--- src/hdl/tgarle_pkg.sv ---
package tgarle_pkg;

    // register indexes of the configuration port
    localparam logic [2:0] CFG_IMAGE_WIDTH     = 3'd0;
    localparam logic [2:0] CFG_IMAGE_HEIGHT    = 3'd1;
    localparam logic [2:0] CFG_BYTES_PER_PIXEL = 3'd2;
    localparam logic [2:0] CFG_RLE_ENABLE      = 3'd3;
    localparam logic [2:0] CFG_FLIP_ROWS       = 3'd4;
    localparam logic [2:0] CFG_SWAP_RED_BLUE   = 3'd5;

    localparam int CFG_DIM_BITS = 13;

    // register reset values and minimum geometry
    localparam int RESET_WIDTH  = 4;
    localparam int RESET_HEIGHT = 1;
    localparam int MIN_WIDTH    = 4;
    localparam int MIN_HEIGHT   = 1;

    localparam logic [2:0] BPP_RGB  = 3'd3;
    localparam logic [2:0] BPP_RGBA = 3'd4;

    // packet header layout
    localparam int HDR_REPEAT_BIT = 7;

    // controller states
    typedef enum logic [2:0] {
        ST_IDLE    = 3'b001,
        ST_EMIT    = 3'b010,
        ST_RESTART = 3'b100
    } state_t;

    // controller to datapath
    typedef struct packed {
        logic restart;
        logic take_byte;
        logic emit_span;
    } cmd_t;

    // datapath to controller
    typedef struct packed {
        logic cfg_hit;
        logic pix_done;
        logic out_free;
        logic span_last;
    } status_t;

endpackage

--- src/hdl/tgarle_dp.sv ---
module tgarle_dp #(
    parameter int MAX_WIDTH  = 4096,
    parameter int MAX_HEIGHT = 4096
) (
    input  logic                                  aclk,
    input  logic                                  aresetn,
    input  tgarle_pkg::cmd_t                      cmd,
    output tgarle_pkg::status_t                   status,
    input  logic [7:0]                            s_in_byte,
    input  logic                                  cfg_valid,
    input  logic [2:0]                            cfg_index,
    input  logic [tgarle_pkg::CFG_DIM_BITS-1:0]   cfg_data,
    output logic                                  m_valid,
    input  logic                                  m_ready,
    output logic [23:0]                           m_pixel_address,
    output logic [7:0]                            m_span_length,
    output logic [7:0]                            m_chan0,
    output logic [7:0]                            m_chan1,
    output logic [7:0]                            m_chan2,
    output logic [7:0]                            m_chan3,
    output logic                                  m_frame_done,
    output logic                                  m_last_span
);
    import tgarle_pkg::*;

    localparam int DIM_MAX = (1 << CFG_DIM_BITS) - 1;
    localparam int WMAX  = (MAX_WIDTH  < DIM_MAX) ? MAX_WIDTH  : DIM_MAX;
    localparam int HMAX  = (MAX_HEIGHT < DIM_MAX) ? MAX_HEIGHT : DIM_MAX;
    localparam int WBITS = $clog2(WMAX + 1);
    localparam int HBITS = $clog2(HMAX + 1);
    localparam int CBITS = $clog2(WMAX);
    localparam int PBITS = WBITS + HBITS;
    localparam int LW    = (WBITS > 8) ? WBITS : 8;
    localparam int DW    = (PBITS > 8) ? PBITS : 8;
    localparam int AW    = (PBITS > 24) ? PBITS : 24;

    // configuration registers
    logic [CFG_DIM_BITS-1:0] width_reg, height_reg;
    logic [2:0]              bpp_reg;
    logic                    rle_reg, flip_reg, swap_reg;

    // decoder state
    logic             expect_reg, expect_next;
    logic             repeat_reg, repeat_next;
    logic [7:0]       remaining_reg, remaining_next;
    logic [1:0]       bip_reg, bip_next;
    logic [31:0]      pix_reg, pix_next;
    logic [CBITS-1:0] column_reg, column_next;
    logic [PBITS-1:0] row_base_reg, row_base_next;
    logic [PBITS-1:0] left_reg, left_next;
    logic             done_reg, done_next;
    logic [7:0]       count_reg, count_next;

    // output register
    logic             m_valid_reg, m_valid_next;
    logic [23:0]      addr_reg;
    logic [7:0]       len_reg;
    logic [7:0]       ch0_reg, ch1_reg, ch2_reg, ch3_reg;
    logic             fdone_reg, last_reg;

    logic [CFG_DIM_BITS-1:0] w_clamp, h_clamp;
    logic [WBITS-1:0]        eff_w, room, col_sum;
    logic [HBITS-1:0]        eff_h, h_m1;
    logic [PBITS-1:0]        geo_prod, geo_total;
    logic                    cfg_hit, last_byte, hdr_byte;
    logic [LW-1:0]           count_l, room_l, len_l;
    logic [7:0]              span_len;
    logic                    row_end, done_now;
    logic [DW-1:0]           left_d, len_d, left_after;
    logic [AW-1:0]           addr_full;
    logic [7:0]              b0, b1, b2, b3;
    logic [7:0]              rem_dec;

    // clamped geometry and start of frame
    always_comb begin
        w_clamp = (width_reg < CFG_DIM_BITS'(MIN_WIDTH)) ? CFG_DIM_BITS'(MIN_WIDTH) :
                  (width_reg > CFG_DIM_BITS'(WMAX)) ? CFG_DIM_BITS'(WMAX) : width_reg;
        h_clamp = (height_reg < CFG_DIM_BITS'(MIN_HEIGHT)) ? CFG_DIM_BITS'(MIN_HEIGHT) :
                  (height_reg > CFG_DIM_BITS'(HMAX)) ? CFG_DIM_BITS'(HMAX) : height_reg;
        eff_w     = w_clamp[WBITS-1:0];
        eff_h     = h_clamp[HBITS-1:0];
        h_m1      = eff_h - HBITS'(1);
        geo_prod  = PBITS'(h_m1) * PBITS'(eff_w);
        geo_total = geo_prod + PBITS'(eff_w);
    end

    assign cfg_hit = cfg_valid && (cfg_index <= CFG_SWAP_RED_BLUE);

    // configuration writes
    always_ff @(posedge aclk) begin
        if (!aresetn) begin
            width_reg  <= CFG_DIM_BITS'(RESET_WIDTH);
            height_reg <= CFG_DIM_BITS'(RESET_HEIGHT);
            bpp_reg    <= BPP_RGBA;
            rle_reg    <= 1'b1;
            flip_reg   <= 1'b0;
            swap_reg   <= 1'b0;
        end else if (cfg_valid) begin
            unique case (cfg_index)
                CFG_IMAGE_WIDTH:     width_reg  <= cfg_data;
                CFG_IMAGE_HEIGHT:    height_reg <= cfg_data;
                CFG_BYTES_PER_PIXEL: bpp_reg    <= cfg_data[2:0];
                CFG_RLE_ENABLE:      rle_reg    <= cfg_data[0];
                CFG_FLIP_ROWS:       flip_reg   <= cfg_data[0];
                CFG_SWAP_RED_BLUE:   swap_reg   <= cfg_data[0];
                default: ;
            endcase
        end
    end

    // byte classification
    assign hdr_byte  = rle_reg && expect_reg;
    assign last_byte = (bpp_reg == BPP_RGB) ? (bip_reg == 2'd2) : (bip_reg == 2'd3);
    assign rem_dec   = (remaining_reg != 8'd0) ? remaining_reg - 8'd1 : 8'd0;

    // span arithmetic for the current run
    always_comb begin
        room       = eff_w - WBITS'(column_reg);
        count_l    = LW'(count_reg);
        room_l     = LW'(room);
        len_l      = (count_l < room_l) ? count_l : room_l;
        span_len   = len_l[7:0];
        col_sum    = WBITS'(column_reg) + len_l[WBITS-1:0];
        row_end    = (col_sum == eff_w);
        left_d     = DW'(left_reg);
        len_d      = DW'(span_len);
        done_now   = (left_d <= len_d);
        left_after = left_d - len_d;
        addr_full  = AW'(row_base_reg) + AW'(column_reg);
        b0 = swap_reg ? pix_reg[23:16] : pix_reg[7:0];
        b1 = pix_reg[15:8];
        b2 = swap_reg ? pix_reg[7:0] : pix_reg[23:16];
        b3 = (bpp_reg == BPP_RGB) ? 8'd0 : pix_reg[31:24];
    end

    // state update
    always_comb begin
        expect_next    = expect_reg;
        repeat_next    = repeat_reg;
        remaining_next = remaining_reg;
        bip_next       = bip_reg;
        pix_next       = pix_reg;
        column_next    = column_reg;
        row_base_next  = row_base_reg;
        left_next      = left_reg;
        done_next      = done_reg;
        count_next     = count_reg;
        m_valid_next   = m_valid_reg && !m_ready;

        if (cmd.restart) begin
            expect_next    = 1'b1;
            repeat_next    = 1'b0;
            remaining_next = 8'd0;
            bip_next       = 2'd0;
            column_next    = '0;
            row_base_next  = flip_reg ? geo_prod : '0;
            left_next      = geo_total;
            done_next      = 1'b0;
        end else if (cmd.take_byte && !done_reg) begin
            if (hdr_byte) begin
                // packet header
                repeat_next    = s_in_byte[HDR_REPEAT_BIT];
                remaining_next = {1'b0, s_in_byte[6:0]} + 8'd1;
                expect_next    = 1'b0;
                bip_next       = 2'd0;
            end else begin
                // pixel byte
                pix_next[{bip_reg, 3'b000} +: 8] = s_in_byte;
                bip_next = last_byte ? 2'd0 : bip_reg + 2'd1;
                if (last_byte) begin
                    if (!rle_reg) begin
                        count_next = 8'd1;
                    end else if (repeat_reg) begin
                        count_next     = remaining_reg;
                        remaining_next = 8'd0;
                        expect_next    = 1'b1;
                    end else begin
                        count_next     = 8'd1;
                        remaining_next = rem_dec;
                        expect_next    = (rem_dec == 8'd0);
                    end
                end
            end
        end else if (cmd.emit_span) begin
            // one span of the run into the output register
            m_valid_next = 1'b1;
            count_next   = count_reg - span_len;
            left_next    = left_after[PBITS-1:0];
            done_next    = done_now;
            if (row_end) begin
                column_next = '0;
                if (flip_reg) begin
                    row_base_next = (row_base_reg >= PBITS'(eff_w)) ?
                                    row_base_reg - PBITS'(eff_w) : '0;
                end else begin
                    row_base_next = row_base_reg + PBITS'(eff_w);
                end
            end else begin
                column_next = col_sum[CBITS-1:0];
            end
        end
    end

    // control registers
    always_ff @(posedge aclk) begin
        if (!aresetn) begin
            expect_reg    <= 1'b1;
            repeat_reg    <= 1'b0;
            remaining_reg <= 8'd0;
            bip_reg       <= 2'd0;
            column_reg    <= '0;
            row_base_reg  <= '0;
            left_reg      <= PBITS'(RESET_WIDTH * RESET_HEIGHT);
            done_reg      <= 1'b0;
            m_valid_reg   <= 1'b0;
        end else begin
            expect_reg    <= expect_next;
            repeat_reg    <= repeat_next;
            remaining_reg <= remaining_next;
            bip_reg       <= bip_next;
            column_reg    <= column_next;
            row_base_reg  <= row_base_next;
            left_reg      <= left_next;
            done_reg      <= done_next;
            m_valid_reg   <= m_valid_next;
        end
    end

    // payload registers
    always_ff @(posedge aclk) begin
        pix_reg   <= pix_next;
        count_reg <= count_next;
        if (cmd.emit_span) begin
            addr_reg  <= addr_full[23:0];
            len_reg   <= span_len;
            ch0_reg   <= b0;
            ch1_reg   <= b1;
            ch2_reg   <= b2;
            ch3_reg   <= b3;
            fdone_reg <= done_now;
            last_reg  <= (count_l <= room_l) || done_now;
        end
    end

    always_comb begin
        status.cfg_hit   = cfg_hit;
        status.pix_done  = !done_reg && !hdr_byte && last_byte;
        status.out_free  = !m_valid_reg || m_ready;
        status.span_last = (count_l <= room_l) || done_now;
    end

    assign m_valid         = m_valid_reg;
    assign m_pixel_address = addr_reg;
    assign m_span_length   = len_reg;
    assign m_chan0         = ch0_reg;
    assign m_chan1         = ch1_reg;
    assign m_chan2         = ch2_reg;
    assign m_chan3         = ch3_reg;
    assign m_frame_done    = fdone_reg;
    assign m_last_span     = last_reg;

endmodule

--- src/hdl/tgarle_ctrl.sv ---
module tgarle_ctrl (
    input  logic                aclk,
    input  logic                aresetn,
    input  logic                s_valid,
    output logic                s_ready,
    input  tgarle_pkg::status_t status,
    output tgarle_pkg::cmd_t    cmd
);
    import tgarle_pkg::*;

    state_t state_reg, state_next;

    // sequencing of byte intake, span output and frame restart
    always_comb begin
        state_next    = state_reg;
        s_ready       = 1'b0;
        cmd.restart   = 1'b0;
        cmd.take_byte = 1'b0;
        cmd.emit_span = 1'b0;
        unique case (state_reg)
            ST_IDLE: begin
                s_ready       = 1'b1;
                cmd.take_byte = s_valid;
                if (s_valid && status.pix_done) begin
                    state_next = ST_EMIT;
                end
            end
            ST_EMIT: begin
                cmd.emit_span = status.out_free;
                if (status.out_free && status.span_last) begin
                    state_next = ST_IDLE;
                end
            end
            ST_RESTART: begin
                cmd.restart = 1'b1;
                state_next  = ST_IDLE;
            end
            default: begin
                state_next = ST_IDLE;
            end
        endcase
        if (status.cfg_hit) begin
            state_next = ST_RESTART;
        end
    end

    always_ff @(posedge aclk) begin
        if (!aresetn) begin
            state_reg <= ST_IDLE;
        end else begin
            state_reg <= state_next;
        end
    end

endmodule

--- src/hdl/tga_rle_pixel_decoder_core.sv ---
// channel  | direction | payload                                        | handshake
// s_       | in        | in_byte                                        | s_valid / s_ready
// m_       | out       | pixel_address, span_length, chan0..3, flags    | m_valid / m_ready
// cfg_     | in        | cfg_index (register), cfg_data                 | cfg_valid / cfg_ready
//
// header bytes and bytes inside a pixel keep the controller in ST_IDLE with s_ready high
// a byte that ends a pixel moves the controller to ST_EMIT, which issues its spans (1 to 33) one by one
// a register write is followed by the ST_RESTART state with s_ready low (frame geometry multiply)
// reset restores register defaults and an empty frame at once
// a stalled m_ready holds ST_EMIT; s_ready is high only in ST_IDLE, low while spans go out and during a restart
module tga_rle_pixel_decoder_core #(
    parameter int MAX_WIDTH  = 4096,
    parameter int MAX_HEIGHT = 4096
) (
    input  logic                                aclk,
    input  logic                                aresetn,
    input  logic                                s_valid,
    output logic                                s_ready,
    input  logic [7:0]                          s_in_byte,
    output logic                                m_valid,
    input  logic                                m_ready,
    output logic [23:0]                         m_pixel_address,
    output logic [7:0]                          m_span_length,
    output logic [7:0]                          m_chan0,
    output logic [7:0]                          m_chan1,
    output logic [7:0]                          m_chan2,
    output logic [7:0]                          m_chan3,
    output logic                                m_frame_done,
    output logic                                m_last_span,
    input  logic                                cfg_valid,
    output logic                                cfg_ready,
    input  logic [2:0]                          cfg_index,
    input  logic [tgarle_pkg::CFG_DIM_BITS-1:0] cfg_data
);
    import tgarle_pkg::*;

    cmd_t    cmd;
    status_t status;

    assign cfg_ready = 1'b1;

    tgarle_ctrl u_ctrl (
        .aclk    (aclk),
        .aresetn (aresetn),
        .s_valid (s_valid),
        .s_ready (s_ready),
        .status  (status),
        .cmd     (cmd)
    );

    tgarle_dp #(
        .MAX_WIDTH  (MAX_WIDTH),
        .MAX_HEIGHT (MAX_HEIGHT)
    ) u_dp (
        .aclk            (aclk),
        .aresetn         (aresetn),
        .cmd             (cmd),
        .status          (status),
        .s_in_byte       (s_in_byte),
        .cfg_valid       (cfg_valid),
        .cfg_index       (cfg_index),
        .cfg_data        (cfg_data),
        .m_valid         (m_valid),
        .m_ready         (m_ready),
        .m_pixel_address (m_pixel_address),
        .m_span_length   (m_span_length),
        .m_chan0         (m_chan0),
        .m_chan1         (m_chan1),
        .m_chan2         (m_chan2),
        .m_chan3         (m_chan3),
        .m_frame_done    (m_frame_done),
        .m_last_span     (m_last_span)
    );

endmodule

--- config.mk ---
export PLATFORM = sky130hd
export DESIGN_NAME = tga_rle_pixel_decoder_core
export DESIGN_NICKNAME = d
export VERILOG_FILES = /design/src/hdl/tgarle_pkg.sv /design/src/hdl/tgarle_dp.sv /design/src/hdl/tgarle_ctrl.sv /design/src/hdl/tga_rle_pixel_decoder_core.sv
export SDC_FILE = /design/constraint.sdc
export NUM_CORES = 1
export LEC_CHECK = 0
export ABC_AREA = 0
export BUFFER_PORTS_ARGS = -buffer_cell sky130_fd_sc_hd__buf_4
export CORE_AREA = 2 2 220 222
export CTS_BUF_LIST = sky130_fd_sc_hd__clkbuf_16
export DETAILED_ROUTE_END_ITERATION = 7
export DIE_AREA = 0 0 222 224
export PLACE_DENSITY = 0.65
export SLEW_MARGIN = 10
export SYNTH_ARGS = -nofsm -noshare
export SYNTH_HDL_FRONTEND = slang
export SYNTH_HIERARCHICAL = 1
export SYNTH_SLANG_ARGS = --single-unit
--- constraint.sdc ---
create_clock -name aclk -period 9.1 [get_ports aclk]
set_input_delay 0.91 -clock aclk [delete_from_list [all_inputs] [get_ports aclk]]
set_output_delay 0.91 -clock aclk [all_outputs]
set_load 0.02 [all_outputs]
==> flow_metrics.py, run 1 <==
metrics = {
    "outcome": {
        "outcome": "completed",
    },
    "synth": {
        "synth_edf_count": 106,
        "synth_top_cell_area_share_pct": 15.1,
        "yosys.area.top_type": "edfxtp_1",
        "syn_area_per_cell_sq_um": 8.61,
        "async_flop_share_pct": 0,
        "ys_types": 101,
        "syn-cell-area_sq_um": 21000,
        "ys_seq_area_share_pct": 25.9,
        "ys.flop_type": "dfxtp_1",
        "yosys_register_bits": 219,
        "syn-instance-count": 2441,
        "yosysWarnings": 6,
        "synthTopCellsByArea": "edfxtp_1 15%, fa_1 12%, dfxtp_1 11%, ha_1 11%, nand2_1 4.4%",
    },
    "timing": {
        "min_period_ns": 8.53,
        "max_freq_ghz": 0.117,
        "setup_slack_ns": 0.568,
        "hold_ws_ns": 0.419,
        "slew_violations": 0,
        "slew_headroom_pct": 20.5,
        "tightest_slew_ns": 1.19,
        "post-route-period-util_pct": 93.8,
        "hold_viol": 0,
        "fin_skew_ns": 0.0219,
        "setup_tns_ns": 0,
        "rsz0062_at_grt": "no",
        "finalSetupViolCount": 0,
    },
    "worst_setup_path": {
        "path_max_fanout": 12,
        "critPathSlowestCell": "xnor2_1",
        "start_kind": "flop",
        "cp.required_ns": 9.52,
        "critPathKind": "flop to flop",
        "critPathMaxStageDelay_ns": 0.78,
        "cp_data_arrival_time_ns": 8.95,
        "critPathCaptureType": "flop",
    },
    "cts": {
        "cts_tree": "built",
        "hold_buffers": 0,
        "postCtsSetupRepairBufs": 0,
        "cts.sinks": 219,
        "clockBufferDepth": 3,
        "cts-root-buf": "clkbuf_16",
        "htree_levels": 1,
        "cts.clk_slew.worst_paths_ns": 0.06,
        "clk_latency_ns": 0.56,
        "numCtsBuffers": 25,
    },
    "layout": {
        "layout-drive-gt1-share_pct": 8.98,
        "syn_to_final_growth_pct": 9.91,
        "fin_area_sq_um": 23100,
        "antennaDiodeCount": 0,
        "final.fill_count": 4474,
        "nets": 2833,
        "post-route-util_pct": 48.8,
        "final_cells": 3132,
        "largest_reg_flops": 32,
    },
    "drt": {
        "drtPass1Iterations": 5,
        "post-route-drc-count": 0,
        "drt-total-wl_um": 61600,
        "antenna_left": 0,
        "wl_per_cell_um": 19.7,
        "drt-vias-per-instance": 5.83,
        "drt_iter0_markers": 1623,
        "num_vias": 18260,
    },
    "placed_design": {
        "gp_congestion": 0.936,
        "io_buffers": 96,
        "dp.cells": 3086,
        "hpwlAfterDp_um": 47500,
        "post-place-ws_ns": 0.540,
        "place_area_sq_um": 22300,
    },
    "grt": {
        "grt_overflow_total": 0,
        "grt_pass1_vias": 18420,
        "grt_usage_pct": 24.8,
        "antenna_found_initial": 0,
        "grt_pass1_wl_um": 98800,
        "grt_max_degree": 68,
    },
    "pwr": {
        "ir_drop_mv": 0.105,
        "leakage_nw": 9.94,
        "p_per_area_nw_per_um2": 109,
        "total_power_mw": 2.52,
    },
    "floorplan": {
        "die-area_sq_um": 49700,
        "num_rows": 80,
        "die_y_um": 224,
        "core_region_area_sq_um": 47300,
        "ios": 98,
        "die_w_um": 222,
        "start_util_pct": 44.4,
    },
    "flow_run": {
        "drv_cap": 0,
    },
    "min_path": {
        "worstHoldPathType": "flop to flop",
    },
}
-- logic make-up after synthesis --
family	synth area share [%]
multiplexers	2.14
flip-flops	25.9
buffers and inverters	6.54
AO/OA/AOI/OAI	17.2
other	0.0357
adder cells (fa/ha/maj)	22.8
XOR/XNOR	5.78
AND/OR/NAND/NOR	19.6
-- power breakdown --
group / leakage (nW) / internal [mW] / switching (mW) / total [mW]
registers: 1.88 / 1.05 / 0.0216 / 1.07
logic: 7.65 / 0.197 / 0.320 / 0.517
clock network: 0.409 / 0.501 / 0.433 / 0.934
-- final cells by class --
type | count | area, sq um | share of cell area, %
sequential | 219 | 5450 | 23.6
timing repair buffer | 135 | 1010 | 4.39
clock inverter | 21 | 108 | 0.466
clock buffer | 25 | 626 | 2.71
multi-input combinational | 1875 | 14200 | 61.6
tap | 615 | 769 | 3.33
inverter | 242 | 908 | 3.93
-- metal layers --
metal / share of wire (%) / vias to the layer above / global-route usage, % / routed length (um)
met3: 6.8 / 139 / 3.75 / 4210
met2: 47 / 651 / 42.1 / 28700
met4: 3.4 / 0 / 8.46 / 2080
met5: 0 / - / 0 / 0
li1: - / 8605 / - / -
met1: 43 / 8865 / 32.4 / 26600
-- cells in the final DEF (no fill, tap or decap), types with 8 or more instances in the layout --
master     instances
nand2b_1          35
a311oi_1          11
a31oi_1           22
mux2_2            16
and3_1            20
a21oi_1          147
o21bai_1          11
o22ai_1           12
xnor2_1           86
fa_1             129
o31ai_1           18
or3_1             24
inv_1            249
nand2_1          248
o21ai_0           67
edfxtp_1         106
o21a_1            23
nor3b_1           10
or2_2              8
nor2_1           239
a211oi_1          29
a22oi_1            8
clkbuf_16         25
o211ai_1          21
nor2b_1           23
mux2i_1           19
dfxtp_1          113
and2_1            61
nand4_1           18
buf_4            135
o21ai_1           14
nand3_1           45
xor2_1            50
a21o_1            39
ha_1             177
nor3_1            56
nor4_1            16
-- worst paths after layout --
check	to	slack, ns	cells past startpoint	start
setup / recovery	u_dp/left_d[23]	0.57	30	u_dp/height_reg[7]
hold / removal	u_dp/m_chan1[3]	0.42	0	u_dp/pix_reg[11]
setup reg to reg	u_dp/left_d[23]	0.57	30	u_dp/height_reg[7]
hold reg to reg	u_dp/m_chan1[3]	0.42	0	u_dp/pix_reg[11]
-- critical path: cells and delay by family, from the launching register on --
family / cells / cell delay, ns
AOI/OAI and AO/OA: 7 / 1.56
buffers and inverters: 6 / 0.53
and+or+nand+nor: 6 / 1.01
xor gates and xnor gates: 3 / 1.13
DFF: 1 / 0.49
adders and majority gates: 8 / 3.66
-- cells in the mapped netlist, types with 16 or more instances --
master	number
a21oi_1	148
nor2_1	239
a21o_1	39
nand4_1	18
inv_1	237
nand2b_1	35
clkbuf_1	86
nand2_1	248
and2_1	61
nand3_1	45
o31ai_1	18
mux2i_1	19
ha_1	177
fa_1	129
nor2b_1	23
xor2_1	50
edfxtp_1	106
xnor2_1	86
or3_1	24
mux2_2	16
a211oi_1	29
nor4_1	17
dfxtp_1	113
and3_1	20
o21a_1	24
nor3_1	57
o211ai_1	21
a31oi_1	22
o21ai_0	68
-- timing repair --
item	CTS	global route
endpoints found under the hold margin	0	0
resized for setup	0	4
endpoints found under the setup margin	0	5
Note: power is estimated with default switching activity, not from simulation.
==> run 2, diff against run 1 <==
--- a/config.mk
+++ b/config.mk
@@ -7,13 +7,12 @@
 export LEC_CHECK = 0
 export ABC_AREA = 0
 export BUFFER_PORTS_ARGS = -buffer_cell sky130_fd_sc_hd__buf_4
-export CORE_AREA = 2 2 220 222
+export CORE_AREA = 2 2 222 224
 export CTS_BUF_LIST = sky130_fd_sc_hd__clkbuf_16
 export DETAILED_ROUTE_END_ITERATION = 7
-export DIE_AREA = 0 0 222 224
+export DIE_AREA = 0 0 224 226
 export PLACE_DENSITY = 0.65
 export SLEW_MARGIN = 10
 export SYNTH_ARGS = -nofsm -noshare
 export SYNTH_HDL_FRONTEND = slang
-export SYNTH_HIERARCHICAL = 1
 export SYNTH_SLANG_ARGS = --single-unit
==> run 2 against run 1 <==
  * Die area grew 1.8%
  * Clock power grew 17%
  * Critical path depth grew 7
  * First-iteration DRC count shrank 3.7%
==> flow_metrics.py, run 2 <==
metrics = {
    "outcome": {
        "outcome": "completed",
    },
    "placed_design": {
        "gp_congestion": 0.942,
        "hpwlAfterDp_um": 52000,
        "io_buffers": 96,
    },
    "pwr": {
        "leakage_nw": 10.4,
        "p_per_area_nw_per_um2": 112,
        "ir_drop_mv": 0.137,
        "total_power_mw": 2.66,
    },
    "drt": {
        "drt_iter0_markers": 1563,
        "drtPass1Iterations": 5,
        "antenna_left": 0,
        "post-route-drc-count": 0,
        "wl_per_cell_um": 20.8,
        "drt-total-wl_um": 67000,
        "drt-vias-per-instance": 5.91,
        "num_vias": 19049,
    },
    "synth": {
        "syn_area_per_cell_sq_um": 8.52,
        "ys.flop_type": "dfxtp_1",
        "synthTopCellsByCount": "270 x nand2_1, 254 x inv_1, 230 x nor2_1, 177 x ha_1, 163 x a21oi_1",
        "synth_top_cell_area_share_pct": 14.8,
        "yosys_register_bits": 219,
        "ys_seq_area_share_pct": 25.4,
        "syn-instance-count": 2520,
        "async_flop_share_pct": 0,
        "synth_edf_count": 106,
        "yosysWarnings": 0,
        "ys_types": 108,
        "synthTopCellsByArea": "edfxtp_1 15%, fa_1 12%, dfxtp_1 11%, ha_1 10%, nand2_1 4.7%",
        "synth.most_common_cell": "nand2_1",
        "syn-cell-area_sq_um": 21500,
        "yosys.area.top_type": "edfxtp_1",
    },
    "worst_setup_path": {
        "critPathMaxStageDelay_ns": 0.53,
        "critPathSlowestCell": "fa_1",
        "cp.required_ns": 9.58,
        "cpMostUsedCell": "fa_1",
        "reg2reg_depth": 37,
        "cp_top_family": "adder cells",
        "cp_data_arrival_time_ns": 9.04,
        "critPathKind": "flop to flop",
        "start_kind": "flop",
        "critPathCaptureType": "flop",
        "path_max_fanout": 9,
        "worst-path-buf-inv": 9,
        "startpoint": "u_dp.height_reg[6]",
        "r2r_end": "u_dp.left_d[18]",
        "rr_startpoint": "u_dp.height_reg[6]",
        "r2r_slack_ns": 0.54,
    },
    "grt": {
        "grt_usage_pct": 26.1,
        "grt_pass1_vias": 18473,
        "antenna_found_initial": 1,
        "grt_max_degree": 68,
        "grt_pass1_wl_um": 104000,
        "grt_overflow_total": 0,
    },
    "timing": {
        "slew_headroom_pct": 20.7,
        "hold_ws_ns": 0.420,
        "min_period_ns": 8.56,
        "post-route-period-util_pct": 94.1,
        "max_freq_ghz": 0.117,
        "slew_violations": 0,
        "finalSetupViolCount": 0,
        "hold_viol": 0,
        "tightest_slew_ns": 1.18,
        "fin_skew_ns": 0.0236,
        "setup_tns_ns": 0,
    },
    "min_path": {
        "holdPathStages": 0,
        "worstHoldPathType": "flop to flop",
        "hp-start": "u_dp.pix_reg[15]",
        "whs_endpoint": "u_dp.m_chan1[7]",
    },
    "floorplan": {
        "ios": 98,
        "die_w_um": 224,
        "num_rows": 81,
        "core_region_area_sq_um": 48300,
        "die_y_um": 226,
        "start_util_pct": 44.4,
        "die-area_sq_um": 50600,
    },
    "layout": {
        "syn_to_final_growth_pct": 11.0,
        "largest_reg_flops": 32,
        "layout_common_cells": "270 x nand2_1, 256 x inv_1, 230 x nor2_1",
        "mostFrequentLayoutCell": "nand2_1",
        "layout-drive-gt1-share_pct": 11.1,
        "post-route-util_pct": 49.3,
        "nets": 2918,
        "antennaDiodeCount": 0,
    },
    "cts": {
        "numCtsBuffers": 26,
        "cts-root-buf": "clkbuf_16",
        "cts.sinks": 219,
        "cts_tree": "built",
        "clk_latency_ns": 0.57,
        "cts.clk_slew.worst_paths_ns": 0.07,
        "clockBufferDepth": 3,
        "htree_levels": 1,
    },
    "flow_run": {
        "drv_cap": 0,
    },
}
-- run 2: cell count changes in the layout (fill, tap and decap cells not counted), moves of 12 or more --
cell     delta
a21oi_1    +15
and2_1     -12
buf_4      +18
nand2_1    +22
nand3_1    +14
o21ai_0    +22
-- run 2: cell type report --
cell class                 instances  area (sq um)
inverter                         258           970
multi-input combinational       1925         14600
clock buffer                      26           651
sequential                       219          5450
fill                            4675         24500
tap                              622           778
timing repair buffer             153          1150
clock inverter                    22           245
-- run 2: cell families (layout without fill, tap and decap cells) --
| kind of cell | Yosys count | count (layout) | synth area share (%) |
|---|---|---|---|
| AO/OA/AOI/OAI | 560 | 560 | 17.7 |
| flip-flops | 219 | 219 | 25.4 |
| multiplexers | 34 | 34 | 1.72 |
| adder cells (fa/ha/maj) | 306 | 306 | 22.3 |
| XOR/XNOR | 141 | 141 | 5.94 |
| buffers and inverters | 379 | 459 | 6.90 |
| AND/OR/NAND/NOR | 879 | 879 | 20.0 |
| other | 2 | 5 | 0.0350 |
-- run 2: what timing repair did --
action	in CTS	in global routing
hold buffers	0	0
buffers inserted	0	2
setup endpoints to repair	0	6
gates resized for setup	0	6
-- run 2: where the power goes --
group | internal, mW | total [mW] | leakage, nW | switching (mW)
clock | 0.641 | 1.09 | 0.450 | 0.454
combinational | 0.189 | 0.505 | 8.01 | 0.316
sequential | 1.05 | 1.06 | 1.89 | 0.0178
total | 1.87 | 2.66 | 10.4 | 0.788
-- run 2: routing by layer --
layer  up-vias  track usage [%]  wire [um]
li1       8910                -          -
met1      9394             33.7      28300
met2       619             45.4      32700
met3       124             2.72       3840
met4         2             8.97       2170
met5         -                0         11
-- run 2: worst max-delay path by stage --
stage / cells after the start / end / slack (ns)
4_1_cts: 35 / u_dp.left_d[22] / 0.19
3_5_place_dp: 35 / u_dp.left_d[22] / 0.23
3_3_place_gp: 35 / u_dp.left_d[22] / 0.54
2_1_floorplan: 34 / u_dp.left_d[24] / 0.64
5_1_grt: 37 / u_dp.left_d[18] / -0.01
6_report: 37 / u_dp.left_d[18] / 0.54
-- run 2: metrics by stage --
step                cells  area (sq um)  setup slack (ns)
floorplan            2523         21500             0.644
global placement     3175         22900             0.544
detailed placement   3175         22900             0.226
CTS                  3223         23800             0.190
global route         3225         23800           -0.0143
finish               3225         23800             0.540
-- run 2: worst register-to-register path: cells and delay by family (launching register included) --
| kind | cells | cell delay (ns) |
|---|---|---|
| adder cells (fa/ha/maj) | 8 | 3.53 |
| AO/OA/AOI/OAI | 10 | 2.26 |
| AND/OR/NAND/NOR | 8 | 1.04 |
| buffers and inverters | 9 | 0.99 |
| flip-flops | 1 | 0.43 |
| XOR/XNOR | 2 | 0.24 |
